--- config.mk ---
export PLATFORM = sky130hd
export DESIGN_NAME = rlce_ram
export DESIGN_NICKNAME = d
export VERILOG_FILES = /design/src/ring_list_cursor_editor_unit_macros.svh /design/src/rlce_ram.sv
export SDC_FILE = /design/constraint.sdc
export NUM_CORES = 1
export LEC_CHECK = 0
export ABC_AREA = 1
export BUFFER_PORTS_ARGS = -buffer_cell sky130_fd_sc_hd__buf_4
export CAP_MARGIN = 10
export CORE_ASPECT_RATIO = 1.25
export CORE_UTILIZATION = 55
export DETAILED_ROUTE_END_ITERATION = 8
export PLACE_DENSITY = 0.72
export SYNTH_ARGS = -nofsm -noshare
export SYNTH_HDL_FRONTEND = slang
export SYNTH_SLANG_ARGS = --single-unit
--- constraint.sdc ---
create_clock -name clk_i -period 1.5 [get_ports clk_i]
set_clock_uncertainty 0.2 [all_clocks]
set_input_delay 0.075 -clock clk_i [delete_from_list [all_inputs] [get_ports clk_i]]
set_output_delay 0.075 -clock clk_i [all_outputs]
set_load 0.05 [all_outputs]
--- src/ring_list_cursor_editor_unit_macros.svh ---
// Assertion macros for the ring list cursor editor.
// Used by the RTL files that carry concurrent assertions; no other dependencies.
`ifndef RING_LIST_CURSOR_EDITOR_UNIT_MACROS_SVH
`define RING_LIST_CURSOR_EDITOR_UNIT_MACROS_SVH

// General form with an explicit clock and active-low reset.
`define RLCE_ASSERT_AT(lbl, clk, rst_n, prop, msg) \
  lbl: assert property (@(posedge clk) disable iff (!rst_n) prop) \
    else $error(msg);

// Short form for modules that use the house clock and reset names.
`define RLCE_ASSERT(lbl, prop, msg) `RLCE_ASSERT_AT(lbl, clk_i, rst_ni, prop, msg)

`endif

--- src/rlce_ram.sv ---
// Generic synchronous RAM: one write port, one read port, registered read data.
// No dependencies.
`default_nettype none

module rlce_ram #(
  parameter int WIDTH = 8,
  parameter int DEPTH = 16
) (
  input  logic                     clk_i,
  input  logic                     we_i,
  input  logic [$clog2(DEPTH)-1:0] waddr_i,
  input  logic [WIDTH-1:0]         wdata_i,
  input  logic [$clog2(DEPTH)-1:0] raddr_i,
  output logic [WIDTH-1:0]         rdata_o
);

  logic [WIDTH-1:0] mem_q [DEPTH];
  logic [WIDTH-1:0] rdata_q;

  // A read of the entry being written returns the old contents.
  always_ff @(posedge clk_i) begin
    if (we_i) begin
      mem_q[waddr_i] <= wdata_i;
    end
    rdata_q <= mem_q[raddr_i];
  end

  assign rdata_o = rdata_q;

endmodule

`default_nettype wire

======== After elaboration in Yosys (flattened, before gate mapping) ========
Memories as Yosys holds them, arrays and structs flattened. A register that Yosys moved wholly into a read port is not among the register bits.
Index checks and enable logic that the tools add are counted.
W data, S select, Z words.
storage, ports and cells
  bits in latches ......................... 0
  memory bits (writable) .................. 128
  input port bits ......................... 18
  word-level logic and storage cells ...... 3
  ROM bits ................................ 0
  bits in registers ....................... 0
  memories kept ........................... 1
memories
  memory  words  width  read ports  clocked after memory_dff  wr ports  line            text
  mem_q   16     8      1           1                         1         rlce_ram.sv:17  logic [WIDTH-1:0] mem_q [DEPTH];
cells by class
  multipliers ............................. 0
  shift operators ......................... 0
  eq/ne operators ......................... 0
  multiplexer cells ....................... 2
  magnitude comparators ................... 0
  div/mod/pow operators ................... 0
  reductions and logical operators ........ 0
  add/sub/neg operators ................... 0
  bitwise gates (word level) .............. 0
operators with widths
  operator  count
  $mux W1   2

======== Longest topological paths before layout ========
  word-level depth ........................ 2
  gate-level depth with buffers ........... 8
  mapped depth without buffers ............ 7

======== Worst setup path before layout ========
OpenSTA, ideal clock, no wires.
  path kind ............................... input port to flip-flop
  start ................................... in waddr_i[2]
  end ..................................... mem mem_q[10][0] (enable)
  arrival ................................. 656 ps
  path buffers ............................ 0
  setup slack ............................. 274 ps
  stages .................................. 2
  cells stage by stage .................... nand3b_1 -> nor2_1
RTL lines
  item         line            text
  from (decl)  rlce_ram.sv:11  input logic [$clog2(DEPTH)-1:0] waddr_i,
  to (decl)    rlce_ram.sv:17
No word-level cell before the write port.

==> out/qor.csv <==
stage;metric;value;unit
outcome;outcome;completed;
routing;firstDrtPassIters;5;
floorplanning;placementRows;41;
sta;timing.setup.tns;0;ps
routing;drc;0;
critical_path;slowest_delay;550;ps
clocking;cts_root_buf;clkbuf_16;
floorplanning;die_y;116.5;µm
sta;setup_viol;0;
clocking;htree_levels;4;
power;leakage;3.039;nW
cells_and_area;final_util;0.6848;
synth;ys_seq_area_frac;0.6943;
floorplanning;die_w;93.59;µm
worst_hold_path;hold_path.class;in2reg;
cells_and_area;area_growth;20.61;%
critical_path;crit_top_cell;nand3_1;
synth;synth_nets;569;
clocking;path_clk_slew;60;ps
sta;rsz0062_at_grt;no;
critical_path;path_delay_family;buffers and inverters;
critical_path;required;1660;ps
cells_and_area;fill_cells;718;
sta;post-route-min-period;1444;ps
sta;slew_violations;0;
clocking;clk_latency;420;ps
sta;final_hold_viol_count;0;
routing;viasPerCell;5.422;
placement;hpwl;7.855;mm
placement;gp_congestion;0.8445;
floorplanning;initial_core_util;0.5678;
global_routing;grt_max_degree;65;
routing;drt.antenna.violating_nets;0;
sta;fmax;692.8;MHz
floorplanning;io_pins;26;
global_routing;antenna_found_initial;0;
cells_and_area;mostFrequentLayoutCells;nand2_1 (173), edfxtp_1 (128), inv_1 (99);
critical_path;startpoint_type;primary input;
cells_and_area;final_common_cell;nand2_1;
power;ir_worst_vdd;0.9702;mV
global_routing;grtUsageTotal;0.2735;
cells_and_area;diodes;0;
cells_and_area;nNetsFinal;627;
global_routing;grt_pass1_vias;4009;
routing;drt_wl_total;13.48;mm
cells_and_area;drive_gt1_frac;0.1367;
synth;synthDistinctLibCells;12;
routing;first_iter_violations;354;
clocking;post_cts_buffers;0;
floorplanning;die_area;0.01090;mm²
sta;finalCritPeriodShare;0.9623;
synth;avgSynthCellArea;10.47;µm²
clocking;cts_inserted_buffers;17;
critical_path;crit_fanout;16;
flow_run;max-cap-violations;0;
floorplanning;core;0.01016;mm²
sta;tightest_slew;333.0;ps
clocking;cts_tree;yes;
placement;io_buffers;25;
clocking;clk_path_buf_depth;2;
power;powerDensity;1328;mW/mm²
sta;worst_slew_margin_rel;0.7778;
clocking;cts.sinks;136;
critical_path;path_cells;dlygate4sd3_1 -> buf_6 -> inv_2 -> buf_12 -> nand3_1 -> nand3_1 -> nand3_1 -> nand2_1;
synth;syn-cell-area;0.005767;mm²
routing;wire_per_inst;17.94;µm
synth;ys_ff_latch;136;
synth;ys_warn_count;0;
critical_path;critPathCaptureType;flop;
global_routing;gr-total-overflow;0;
routing;route.vias.total;4072;
critical_path;critPathKind;in2reg;
synth;syn-instance-count;551;
critical_path;critical_path.slowest_cell;dlygate4sd3_1;
global_routing;grt_pass1_wl;21.10;mm
critical_path;crit_buf_inv;4;
critical_path;cp.arrival;1610;ps
power by group:
part	internal, mW	total (mW)	switching (mW)
Combinational	0.224	0.680	0.457
Sequential	4.25	4.28	0.0290
Clock	2.74	4.28	1.53
synthesized netlist by cell type:
library cell  count  share of area
nand3b_1          2         0.0026
nor2_1           17          0.011
nand2_1         173           0.11
inv_1           100          0.065
buf_2            13          0.011
edfxtp_1        128           0.67
nand3_1          97          0.084
buf_4             4         0.0052
dfxtp_1           8          0.028
inv_2             2         0.0013
buf_6             6          0.012
buf_1             1        0.00065
per-layer routing:
layer,GRT usage,share of wire
met5,0,0
met4,0.1333,0.031
met3,0.06445,0.057
met2,0.4686,0.53
met1,0.3264,0.39
area by class of cell:
type / count / area, µm² / share of cell area
flip-flops and latches: 136 / 4004 / 0.5756
well taps: 129 / 161.4 / 0.02321
inverters: 102 / 386.6 / 0.05559
multi-input cells: 289 / 1214 / 0.1745
repair buffers: 63 / 575.6 / 0.08275
clock buffers: 21 / 470.5 / 0.06764
clock inverters: 11 / 143.9 / 0.02069
worst paths after layout:
| path | from | end | slack (ps) | depth (start not counted) |
|---|---|---|---|---|
| worst max-delay path | raddr_i[1] | rdata_o[7] | 60 | 8 |
| worst max register to register | mem_q[0][7] | rdata_o[7] | 210 | 6 |
| worst min-delay path | raddr_i[0] | rdata_o[5] | 50 | 7 |
| worst min register to register | mem_q[12][1] | rdata_o[1] | 470 | 6 |
sequential cells by signal, indices dropped and copies added, names as in the netlist:
signal,flops
mem_q,128
rdata_o,8
repair_timing:
| action | CTS | global route |
|---|---|---|
| endpoints found under the hold margin | 136 | 0 |
| hold buffers | 11 | 0 |
| resized for setup | 0 | 3 |
| endpoints found under the setup margin | 0 | 1 |
per-stage QoR:
| stage | hold slack [ps] | power [mW] | instance area (µm²) | instances | worst slack (ps) |
|---|---|---|---|---|---|
| global placement | 202.5 | 4.975 | 6195 | 707 | 139.4 |
| global route | 99.94 | 9.487 | 6955 | 751 | 9.818 |
| CTS | 45.92 | 9.250 | 6919 | 750 | 48.61 |
| finish | 47.72 | 9.234 | 6955 | 751 | 56.48 |
| floorplan | -26.13 | 4.735 | 5767 | 551 | 274.2 |
| detailed placement | 216.3 | 4.988 | 6195 | 707 | 128.4 |
worst register-to-register path, stage by stage (launching register included):
cell and delay [ps]:
edfxtp_1 380, inv_1 70, nand2_1 60, nand3_1 100, nand3_1 140, nand3_1 170, nand2_1 70
cells by family after synthesis:
family,Yosys count,synth area share
simple gates,289,0.2105
buf+inv,126,0.09525
flops,136,0.6943
Power figures use the tool's default switching activity.
